[src/pwpps_pkg.sv]
`timescale 1ns / 1ps
// ----------------------------------------------------------------------------
// pwpps_pkg: shared constants for the pulse-width parameter packet sender
// Holds command and selector codes, packet framing words, parameter masks
// and the reset values of the timing registers.
// ----------------------------------------------------------------------------
package pwpps_pkg;

	// Command codes carried on the input kind field.
	localparam logic [1:0] OP_TICK  = 2'd0;
	localparam logic [1:0] OP_WRITE = 2'd1;
	localparam logic [1:0] OP_READ  = 2'd2;

	// Parameter selector codes.
	localparam logic [1:0] SEL_GAIN2  = 2'd0;
	localparam logic [1:0] SEL_GAIN1  = 2'd1;
	localparam logic [1:0] SEL_OFFSET = 2'd2;

	// Configuration register indexes.
	localparam logic [1:0] REG_LONG  = 2'd0;
	localparam logic [1:0] REG_SHORT = 2'd1;
	localparam logic [1:0] REG_GAP   = 2'd2;

	// Function codes placed in the packet.
	localparam logic [1:0] FN_SIMULATE = 2'd1;
	localparam logic [1:0] FN_READ     = 2'd3;

	// Packet framing.
	localparam int unsigned PKT_BITS   = 38;
	localparam logic [11:0] START_WORD = 12'h801;
	localparam logic [11:0] END_WORD   = 12'h7FE;
	localparam logic [1:0]  DUMMY_BITS = 2'h2;

	// Parameter width masks.
	localparam logic [7:0] MASK_GAIN2  = 8'h07;
	localparam logic [7:0] MASK_GAIN1  = 8'h7F;
	localparam logic [7:0] MASK_OFFSET = 8'hFF;

	// Timing register reset values, in ticks.
	localparam logic [15:0] LONG_RESET  = 16'(2 * 51);
	localparam logic [15:0] SHORT_RESET = 16'(2 * 1);
	localparam logic [15:0] GAP_RESET   = 16'(2 * 10 + 1);

endpackage

[src/pulse_width_parameter_packet_sender.sv]
`timescale 1ns / 1ps
// ----------------------------------------------------------------------------
// pulse_width_parameter_packet_sender: single-wire parameter packet sender
// Keeps shadow copies of three amplifier parameters and frames write and
// read commands into 38-bit pulse-width coded packets, one tick per beat.
// ----------------------------------------------------------------------------
//
// Channel   | Direction | Contents
// ----------+-----------+------------------------------------------------------
// s_axis    | in        | tuser: op; tdata: param_sel, value
// m_axis    | out       | tdata: pin_level, busy_res, read_value, accepted,
//           |           |        rejected
// cfg       | in        | write enable, register index, 16-bit write data
//
// Each input beat is handled when it is taken: the sender state and the result
// register are both updated at the edge that accepts the beat, so a new beat
// can be taken on every clock. The result register is the only stage between
// the two sides; it may be refilled in the same cycle it is drained, so the
// input stalls only when a result is held and the output is not ready.
// Reset (arst_n low) empties the result register, puts the sender in idle,
// clears the shadows and loads the default pulse and gap lengths.
// ----------------------------------------------------------------------------
module pulse_width_parameter_packet_sender (
	input  logic        clk,
	input  logic        arst_n,
	// Input beats.
	input  logic        s_axis_tvalid,
	output logic        s_axis_tready,
	input  logic [1:0]  s_axis_tuser,   // [1:0] op
	input  logic [15:0] s_axis_tdata,   // [1:0] param_sel, [9:2] value, [15:10] zero
	// Result beats.
	output logic        m_axis_tvalid,
	input  logic        m_axis_tready,
	output logic [15:0] m_axis_tdata,   // [0] pin_level, [1] busy_res,
	                                    // [9:2] read_value, [10] accepted,
	                                    // [11] rejected, [15:12] zero
	// Configuration writes.
	input  logic        cfg_we,
	input  logic [1:0]  cfg_index,
	input  logic [15:0] cfg_data
);

	// Phase of the bit currently on the pin.
	typedef enum logic [1:0] {
		PH_IDLE = 2'd0,
		PH_HIGH = 2'd1,
		PH_GAP  = 2'd2
	} phase_t;

	localparam int unsigned PKT_W = pwpps_pkg::PKT_BITS;
	localparam int unsigned CNT_W = $clog2(PKT_W + 1);

	// Timing registers.
	logic [15:0] long_q;
	logic [15:0] short_q;
	logic [15:0] gap_q;

	// Sender state.
	logic [PKT_W-1:0] shift_q;
	logic [CNT_W-1:0] bits_left_q;
	phase_t           phase_q;
	logic [15:0]      phase_cnt_q;
	logic [6:0]       gain1_q;
	logic [2:0]       gain2_q;
	logic [7:0]       offset_q;

	// Result register.
	logic        out_valid_q;
	logic [15:0] out_data_q;

	// Next-state values.
	logic [PKT_W-1:0] shift_d;
	logic [CNT_W-1:0] bits_left_d;
	phase_t           phase_d;
	logic [15:0]      phase_cnt_d;
	logic [6:0]       gain1_d;
	logic [2:0]       gain2_d;
	logic [7:0]       offset_d;

	logic [1:0]       op;
	logic [1:0]       param_sel;
	logic [7:0]       value;
	logic             busy;
	logic             pin;
	logic [7:0]       read_val;
	logic             acc;
	logic             rej;
	logic [7:0]       masked;
	logic [1:0]       fn;
	logic [7:0]       pkt_val;
	logic [PKT_W-1:0] shifted;
	logic [CNT_W-1:0] bits_dec;
	logic             accept;

	assign op        = s_axis_tuser;
	assign param_sel = s_axis_tdata[1:0];
	assign value     = s_axis_tdata[9:2];

	// The result register can take a new beat when empty or being drained.
	assign s_axis_tready = !out_valid_q || m_axis_tready;
	assign accept        = s_axis_tvalid && s_axis_tready;

	assign m_axis_tvalid = out_valid_q;
	assign m_axis_tdata  = out_data_q;

	// A programmed length of zero behaves as one tick.
	function automatic logic [15:0] at_least_one(input logic [15:0] v);
		return (v == 16'd0) ? 16'd1 : v;
	endfunction

	assign busy     = (phase_q == PH_HIGH) || (phase_q == PH_GAP);
	assign pin      = (phase_q == PH_HIGH);
	assign shifted  = {shift_q[PKT_W-2:0], 1'b0};
	assign bits_dec = bits_left_q - CNT_W'(1);

	always_comb begin
		shift_d     = shift_q;
		bits_left_d = bits_left_q;
		phase_d     = phase_q;
		phase_cnt_d = phase_cnt_q;
		gain1_d     = gain1_q;
		gain2_d     = gain2_q;
		offset_d    = offset_q;
		read_val    = 8'd0;
		acc         = 1'b0;
		rej         = 1'b0;
		masked      = 8'd0;
		fn          = pwpps_pkg::FN_SIMULATE;
		pkt_val     = 8'd0;

		case (op)
			pwpps_pkg::OP_TICK: begin
				case (phase_q)
					PH_HIGH: begin
						// End of the pulse: drop the pin for the gap.
						if (phase_cnt_q <= 16'd1) begin
							phase_d     = PH_GAP;
							phase_cnt_d = at_least_one(gap_q);
						end else begin
							phase_cnt_d = phase_cnt_q - 16'd1;
						end
					end
					PH_GAP: begin
						// End of the gap: move on to the next bit or finish.
						if (phase_cnt_q <= 16'd1) begin
							shift_d     = shifted;
							bits_left_d = bits_dec;
							if (bits_dec == '0) begin
								phase_d     = PH_IDLE;
								phase_cnt_d = 16'd0;
							end else begin
								phase_d     = PH_HIGH;
								phase_cnt_d = at_least_one(shifted[PKT_W-1] ? long_q : short_q);
							end
						end else begin
							phase_cnt_d = phase_cnt_q - 16'd1;
						end
					end
					default: begin
						phase_d = PH_IDLE;
					end
				endcase
			end
			pwpps_pkg::OP_WRITE, pwpps_pkg::OP_READ: begin
				if (busy) begin
					rej = 1'b1;
				end else if (param_sel == pwpps_pkg::SEL_GAIN2 ||
				             param_sel == pwpps_pkg::SEL_GAIN1 ||
				             param_sel == pwpps_pkg::SEL_OFFSET) begin
					acc = 1'b1;
					case (param_sel)
						pwpps_pkg::SEL_GAIN2: begin
							masked   = value & pwpps_pkg::MASK_GAIN2;
							read_val = {5'd0, gain2_q};
						end
						pwpps_pkg::SEL_GAIN1: begin
							masked   = value & pwpps_pkg::MASK_GAIN1;
							read_val = {1'b0, gain1_q};
						end
						default: begin
							masked   = value & pwpps_pkg::MASK_OFFSET;
							read_val = offset_q;
						end
					endcase
					if (op == pwpps_pkg::OP_WRITE) begin
						fn       = pwpps_pkg::FN_SIMULATE;
						pkt_val  = masked;
						read_val = 8'd0;
						case (param_sel)
							pwpps_pkg::SEL_GAIN2: gain2_d  = masked[2:0];
							pwpps_pkg::SEL_GAIN1: gain1_d  = masked[6:0];
							default:              offset_d = masked;
						endcase
					end else begin
						fn      = pwpps_pkg::FN_READ;
						pkt_val = 8'd0;
					end
					shift_d = {pwpps_pkg::START_WORD, fn, param_sel,
					           pwpps_pkg::DUMMY_BITS, pkt_val, pwpps_pkg::END_WORD};
					bits_left_d = CNT_W'(PKT_W);
					phase_d     = PH_HIGH;
					phase_cnt_d = at_least_one(shift_d[PKT_W-1] ? long_q : short_q);
				end
			end
			default: begin
				// Unused op code: no effect, all flags low.
			end
		endcase
	end

	// Timing registers.
	always_ff @(posedge clk or negedge arst_n) begin
		if (!arst_n) begin
			long_q  <= pwpps_pkg::LONG_RESET;
			short_q <= pwpps_pkg::SHORT_RESET;
			gap_q   <= pwpps_pkg::GAP_RESET;
		end else if (cfg_we) begin
			case (cfg_index)
				pwpps_pkg::REG_LONG:  long_q  <= cfg_data;
				pwpps_pkg::REG_SHORT: short_q <= cfg_data;
				pwpps_pkg::REG_GAP:   gap_q   <= cfg_data;
				default: ;
			endcase
		end
	end

	// Sender state advances only on accepted beats.
	always_ff @(posedge clk or negedge arst_n) begin
		if (!arst_n) begin
			shift_q     <= '0;
			bits_left_q <= '0;
			phase_q     <= PH_IDLE;
			phase_cnt_q <= 16'd0;
			gain1_q     <= 7'd0;
			gain2_q     <= 3'd0;
			offset_q    <= 8'd0;
		end else if (accept) begin
			shift_q     <= shift_d;
			bits_left_q <= bits_left_d;
			phase_q     <= phase_d;
			phase_cnt_q <= phase_cnt_d;
			gain1_q     <= gain1_d;
			gain2_q     <= gain2_d;
			offset_q    <= offset_d;
		end
	end

	// Result register: pin level before the beat, busy after it.
	always_ff @(posedge clk or negedge arst_n) begin
		if (!arst_n) begin
			out_valid_q <= 1'b0;
		end else if (accept) begin
			out_valid_q <= 1'b1;
		end else if (m_axis_tready) begin
			out_valid_q <= 1'b0;
		end
	end

	always_ff @(posedge clk) begin
		if (accept) begin
			out_data_q <= {4'd0, rej, acc, read_val,
			               (phase_d == PH_HIGH) || (phase_d == PH_GAP), pin};
		end
	end

endmodule

[config.mk]
export PLATFORM = sky130hd
export DESIGN_NAME = pulse_width_parameter_packet_sender
export DESIGN_NICKNAME = d
export VERILOG_FILES = /design/src/pwpps_pkg.sv /design/src/pulse_width_parameter_packet_sender.sv
export SDC_FILE = /design/constraint.sdc
export NUM_CORES = 1
export LEC_CHECK = 0
export BUFFER_PORTS_ARGS = -buffer_cell sky130_fd_sc_hd__buf_4
export CAP_MARGIN = 20
export CORE_UTILIZATION = 35
export DETAILED_ROUTE_END_ITERATION = 12
export SLEW_MARGIN = 20
export SYNTH_ARGS = -nofsm -noshare
export SYNTH_HDL_FRONTEND = slang
export SYNTH_SLANG_ARGS = --single-unit
[constraint.sdc]
create_clock -name clk -period 6.09 [get_ports clk]
set_clock_uncertainty 0.05 [all_clocks]
set_input_delay 1.218 -clock clk [delete_from_list [all_inputs] [get_ports clk]]
set_output_delay 1.218 -clock clk [all_outputs]
set_load 0.02 [all_outputs]
==> results_dict.tcl, run 1 <==
set metrics [dict create \
    status "complete, no violations" \
    leakage_nw 3.33 \
    r2r_start "bits_left_q[1]" \
    final_max_slew_viol_count 0 \
    route.detailed.drc 0 \
    stdcell_count 970 \
    tns_ns 0 \
    post_synth.cell_area_avg_um2 10.6 \
    max_freq_ghz 0.309 \
    finalHoldViolCount 0 \
    cp_max_fo 73 \
    first_pass_iters 7 \
    nFillCells 1867 \
    ys_types 66 \
    ios 59 \
    dp_hpwl_um 10700 \
    io_buffers 48 \
    clock_latency_ns 0.42 \
    hold_path_depth 2 \
    grt_pass1_vias 5069 \
    initial_core_util_pct 35.8 \
    min_to "shift_q[14]" \
    dieArea_um2 20500 \
    syn_to_final_growth_pct 16.6 \
    cp_data_required_time_ns 6.35 \
    clkTransAtPathRegs_ns 0.06 \
    clockRootBuffer "clkbuf_16" \
    crit_chain "buf_4 -> inv_1 -> ha_2 -> buf_4 -> or2_2 -> or2_2 -> a311o_1 -> o221a_2" \
    synth-async-reset-ratio_pct 91.4 \
    cp.arrival_ns 3.49 \
    fin_area_um2 8130 \
    maxCapViolCount 0 \
    cts.htree.levels 4 \
    worstHoldStart "shift_q[14]" \
    setup_violations 0 \
    critPathKind "in2reg" \
    antenna_found_initial 0 \
    numCtsBuffers 17 \
    place_area_um2 7540 \
    grt_util_all_layers_pct 16.6 \
    die_x_um 143 \
    synthFlopType "dfrtp_1" \
    regArea_um2 3550 \
    clockBufferDepth 2 \
    grt-ovfl-total 0 \
    dp_cells 938 \
    finalCriticalPeriod_ns 3.23 \
    n_antenna_cell 0 \
    fin_ws_ns 2.86 \
    wl_per_cell_um 16.4 \
    timing.rr.end "phase_cnt_q[13]" \
    drt-total-wl_um 16000 \
    regToRegSetupSlack_ns 2.97 \
    via_count 5100 \
    multi_input_area_um2 3220 \
    ctsHoldBuffers 0 \
    cts_tree "built" \
    cts_resized 0 \
    gp_routability_congestion 0.891 \
    synth-edff-count 12 \
    nets 742 \
    grt_pass1_wl_um 26200 \
    worstMarginPinSlew_ns 0.961 \
    rsz0062_at_grt "no" \
    drive_above_1_share_pct 25.0 \
    drtIter0Drc 522 \
    slew_headroom_pct 35.2 \
    synth-seq-cells 139 \
    yosys_warnings 0 \
    grt_max_degree 83 \
    cp_slowest_cell "or2_2" \
    hold_class "reg2reg" \
    endpoint_kind "register" \
    final_common_cell "dfrtp_1" \
    r2r_cells 8 \
    cp_slowest_stage_delay_ns 0.42 \
    utilization_pct 41.8 \
    pre_cts_ws_ns 2.23 \
    core-area_um2 19500 \
    start_kind "input port" \
    fin_crit_sh_pct 53.1 \
    drt-vias-per-instance 5.26 \
    ys_seq_area_share_pct 50.9 \
    synth_area_um2 6970 \
    postSynthCellCount 656 \
    num_rows 51 \
    peakVddDrop_mv 0.225 \
    clock-sinks 139 \
    post_cts_buffers 0 \
    die_height_um 143 \
    detail-route-antenna-nets 0 \
    power-per-cell-area_nw_per_um2 369 \
    final_cell_mix "dfrtp_1, nand2_1, mux2_2, nor2_1, buf_4" \
]
==> metal layers <==
| metal | GRT usage (%) | share of wire, % |
|---|---|---|
| met1 | 22.9 | 47 |
| met2 | 24.8 | 46 |
| met5 | 0 | 0 |
| met4 | 7.30 | 1.8 |
| met3 | 3.69 | 5.5 |
==> metrics by stage <==
stage / total power [W] / hold slack (ns)
floorplan: 0.00179 / 0.392
detailed placement: 0.00199 / 0.412
global route: 0.00318 / 0.443
global placement: 0.00195 / 0.404
finish: 0.00300 / 0.424
CTS: 0.00303 / 0.427
==> worst max-delay path by stage <==
stage,startpoint,slack [ns],end
after floorplan,s_axis_tuser[0],3.00,phase_cnt_q[11]
after global placement,m_axis_tready,2.29,bits_left_q[4]
after CTS,m_axis_tready,2.68,bits_left_q[4]
after detailed placement,m_axis_tready,2.23,bits_left_q[4]
final,s_axis_tuser[1],2.86,phase_cnt_q[1]
after global routing,m_axis_tready,2.75,bits_left_q[4]
==> where the power goes <==
part	leakage (nW)	switching, W	internal [W]
Sequential	1.66	0.000220	0.00118
Clock	0.279	0.000444	0.000578
Combinational	1.40	0.000289	0.000293
Total	3.33	0.000953	0.00205
==> state kept, by name (all words and copies together), names as in the netlist, 7 cells and up <==
| name | flops |
|---|---|
| m_axis_tdata | 12 |
| short_q | 16 |
| long_q | 16 |
| phase_cnt_q | 16 |
| offset_q | 8 |
| shift_q | 36 |
| gain1_q | 7 |
| gap_q | 16 |
==> critical path, delay by kind of cell <==
kind | cells | cell delay, ns
adder cells (fa/ha/maj) | 1 | 0.27
buffers and inverters | 3 | 0.52
AO/OA/AOI/OAI | 2 | 0.63
AND/OR/NAND/NOR | 2 | 0.83
==> logic make-up after synthesis <==
family	synth area share, %
AND/OR/NAND/NOR	16.6
flip-flops	50.9
AO/OA/AOI/OAI	11.6
multiplexers	14.3
buffers and inverters	3.41
XOR/XNOR	1.51
adder cells (fa/ha/maj)	1.62
other	0.0538
==> cell type report <==
| cell class | instances | share of cell area [%] |
|---|---|---|
| flip-flops and latches | 139 | 43.7 |
| multi-input cells | 466 | 39.6 |
| clock buffers | 17 | 5.23 |
| repair buffers | 53 | 4.90 |
| well taps | 265 | 4.08 |
| clock inverters | 15 | 1.88 |
| inverters | 15 | 0.693 |
==> synthesized netlist by cell type, types with 3 or more instances <==
library cell / instances / area, um2
nor3_1: 9 / 45.0
inv_1: 15 / 56.3
o21ai_0: 51 / 255
ha_1: 9 / 113
edfxtp_1: 12 / 360
xnor2_1: 4 / 35.0
a21oi_1: 21 / 105
a31oi_1: 7 / 43.8
o22ai_1: 3 / 18.8
or2_1: 3 / 18.8
mux2i_1: 23 / 230
a211o_1: 3 / 26.3
nor2_1: 56 / 210
buf_2: 4 / 20.0
nand3_1: 5 / 25.0
nand2_1: 68 / 255
or2_2: 3 / 18.8
clkbuf_1: 26 / 97.6
nor2b_1: 12 / 75.1
a221oi_1: 6 / 52.6
nand2b_1: 17 / 106
or3_1: 3 / 18.8
dfstp_2: 8 / 210
o211a_1: 3 / 30.0
nor4_1: 13 / 81.3
or4_1: 10 / 75.1
nand3b_1: 12 / 90.1
o31ai_1: 3 / 22.5
and3_1: 3 / 18.8
mux2_2: 67 / 754
o221a_2: 4 / 45.0
dfrtp_1: 119 / 2980
buf_4: 4 / 30.0
buf_1: 3 / 11.3
xor2_1: 8 / 70.1
Power figures use the tool's default switching activity.
==> run 2, diff against run 1 <==
Clock period 6.09 ns to 3.2 ns, I/O delays scaled along.
==> run 2 against run 1 <==
Compared with the run above: non-clock buffer count up 7; count of clock-buffer cells in the layout stayed put; sequential share of layout area fell by 0.27 points; first-iteration DRC count shrank 18%; via count grew 0.22%; critical path depth fell by 2; cell count grew 0.72%; utilization increased by 0.26 points; worst hold slack lost 0.31 ns; wire length rose by 0.65%; setup slack worse by 2.5 ns; critical path type is now reg2reg; critical endpoint is now phase_cnt_q[5]; largest cell class unchanged.
==> results_dict.tcl, run 2 (synthesized netlist as in run 1, its figures left out) <==
set metrics [dict create \
    status "complete, no violations" \
    cp_max_fo 10 \
    crit_chain "or4_1 -> nor4b_4 -> nor3b_2 -> o31ai_2 -> or2_1 -> a221oi_1" \
    final_max_slew_viol_count 0 \
    combPwrFrac_pct 19.9 \
    timing.rr.end "phase_cnt_q[5]" \
    n_antenna_cell 0 \
    final_cell_mix "dfrtp_1, nand2_1, mux2_2, buf_4, nor2_1" \
    antenna_found_initial 0 \
    power-per-cell-area_nw_per_um2 689 \
    route.detailed.drc 0 \
    critPathKind "reg2reg" \
    core-area_um2 19500 \
    grt-ovfl-total 0 \
    leakage_nw 3.37 \
    intPower_w 0.00383 \
    io_buffers 48 \
    clkTransAtPathRegs_ns 0.06 \
    post_cts_buffers 0 \
    nets 749 \
    finalCriticalPeriod_ns 2.88 \
    fin_area_um2 8180 \
    drtIter0Drc 427 \
    via_count 5111 \
    worstMarginPinSlew_ns 0.903 \
    r2r_cells 6 \
    p_seq_share_pct 47.2 \
    wl_per_cell_um 16.4 \
    clockPowerShare_pct 32.9 \
    finalHoldViolCount 0 \
    grt_max_degree 70 \
    cp_slowest_cell "or4_1" \
    drt-vias-per-instance 5.23 \
    regToRegSetupSlack_ns 0.32 \
    maxCapViolCount 0 \
    first_pass_iters 5 \
    start_kind "register" \
    grt_pass1_vias 5162 \
    cts_resized 0 \
    tns_ns 0 \
    stdcell_count 977 \
    fin_crit_sh_pct 90.0 \
    grt_util_all_layers_pct 16.8 \
    numCtsBuffers 17 \
    regArea_um2 3550 \
    power_w 0.00564 \
    cp_data_required_time_ns 3.47 \
    endpoint_kind "register" \
    final_common_cell "dfrtp_1" \
    ctsHoldBuffers 0 \
    net-switching-power_w 0.00181 \
    multi_input_area_um2 3210 \
    largest_reg_flops 36 \
    regMostFlops "shift_q" \
    dieArea_um2 20500 \
    p_sw_share_pct 32.1 \
    die_height_um 143 \
    clockRootBuffer "clkbuf_16" \
    initial_core_util_pct 35.8 \
    rsz0062_at_grt "no" \
    r2r_start "phase_cnt_q[6]" \
    nFillCells 1860 \
    place_area_um2 7620 \
    clock_latency_ns 0.42 \
    detail-route-antenna-nets 0 \
    slew_headroom_pct 39.6 \
    cp.arrival_ns 3.15 \
    clockBufferDepth 2 \
    drive_above_1_share_pct 25.7 \
    cts.htree.levels 4 \
    hold_class "in2async" \
    peakVddDrop_mv 0.343 \
    clock-sinks 139 \
    num_rows 51 \
    die_x_um 143 \
    syn_to_final_growth_pct 17.3 \
    dp_hpwl_um 11000 \
    drt-total-wl_um 16100 \
    max_freq_ghz 0.347 \
    gp_routability_congestion 0.881 \
    ios 59 \
    cp_slowest_stage_delay_ns 0.70 \
    grt_pass1_wl_um 26600 \
    setup_violations 0 \
    cts_tree "built" \
    dp_cells 945 \
    utilization_pct 42.0 \
]
run 2: cell count changes in the layout (fill, tap and decap cells not counted), sizes merged:
| cell | change |
|---|---|
| buf | +7 |
| bufinv | -1 |
| clkinv | +5 |
| clkinvlp | -1 |
| inv | -3 |
run 2: how the worst max path moves through the flow:
stage | depth (start not counted) | from | endpoint
final | 6 | phase_cnt_q[6] | phase_cnt_q[5]
after global routing | 6 | phase_cnt_q[6] | phase_cnt_q[6]
after CTS | 6 | phase_cnt_q[6] | shift_q[1]
after detailed placement | 6 | phase_cnt_q[6] | shift_q[1]
after global placement | 6 | phase_cnt_q[6] | shift_q[1]
after floorplan | 8 | bits_left_q[1] | m_axis_tdata[1]
run 2: power by group through the flow:
stage               sequential [W]  clock, W  combinational, W
floorplan                  0.00255         0          0.000853
detailed placement         0.00268         0           0.00113
CTS                        0.00265   0.00190           0.00113
global placement           0.00265         0           0.00107
finish                     0.00266   0.00186           0.00112
global route               0.00273   0.00198           0.00127
run 2: metal layers:
layer  global-route usage [%]  up-vias  part of all wire [%]
met5                        0        -                     0
met4                     5.72        0                   1.4
met3                     4.16       20                   5.0
met2                     27.1      135                    47
met1                     21.9     2521                    47
li1                         -     2435                     -
run 2: critical path, delay by kind of cell, from the launching register on:
| family | cells | cell delay, ns |
|---|---|---|
| simple gates | 4 | 1.75 |
| compound gates | 2 | 0.54 |
| flops | 1 | 0.43 |
run 2: final cells by class:
| type | instances | share of cell area, % |
|---|---|---|
| clock buffers | 17 | 5.20 |
| clock inverters | 15 | 1.64 |
| inverters | 15 | 0.688 |
| multi-input cells | 466 | 39.2 |
| flip-flops and latches | 139 | 43.4 |
| well taps | 265 | 4.05 |
| repair buffers | 60 | 5.81 |
run 2: stage by stage:
stage	hold slack [ns]	setup WS, ns
after floorplan	0.294	0.670
after global placement	0.404	0.373
after detailed placement	0.415	0.342
after CTS	0.124	0.328
after global routing	0.145	0.158
final	0.114	0.319
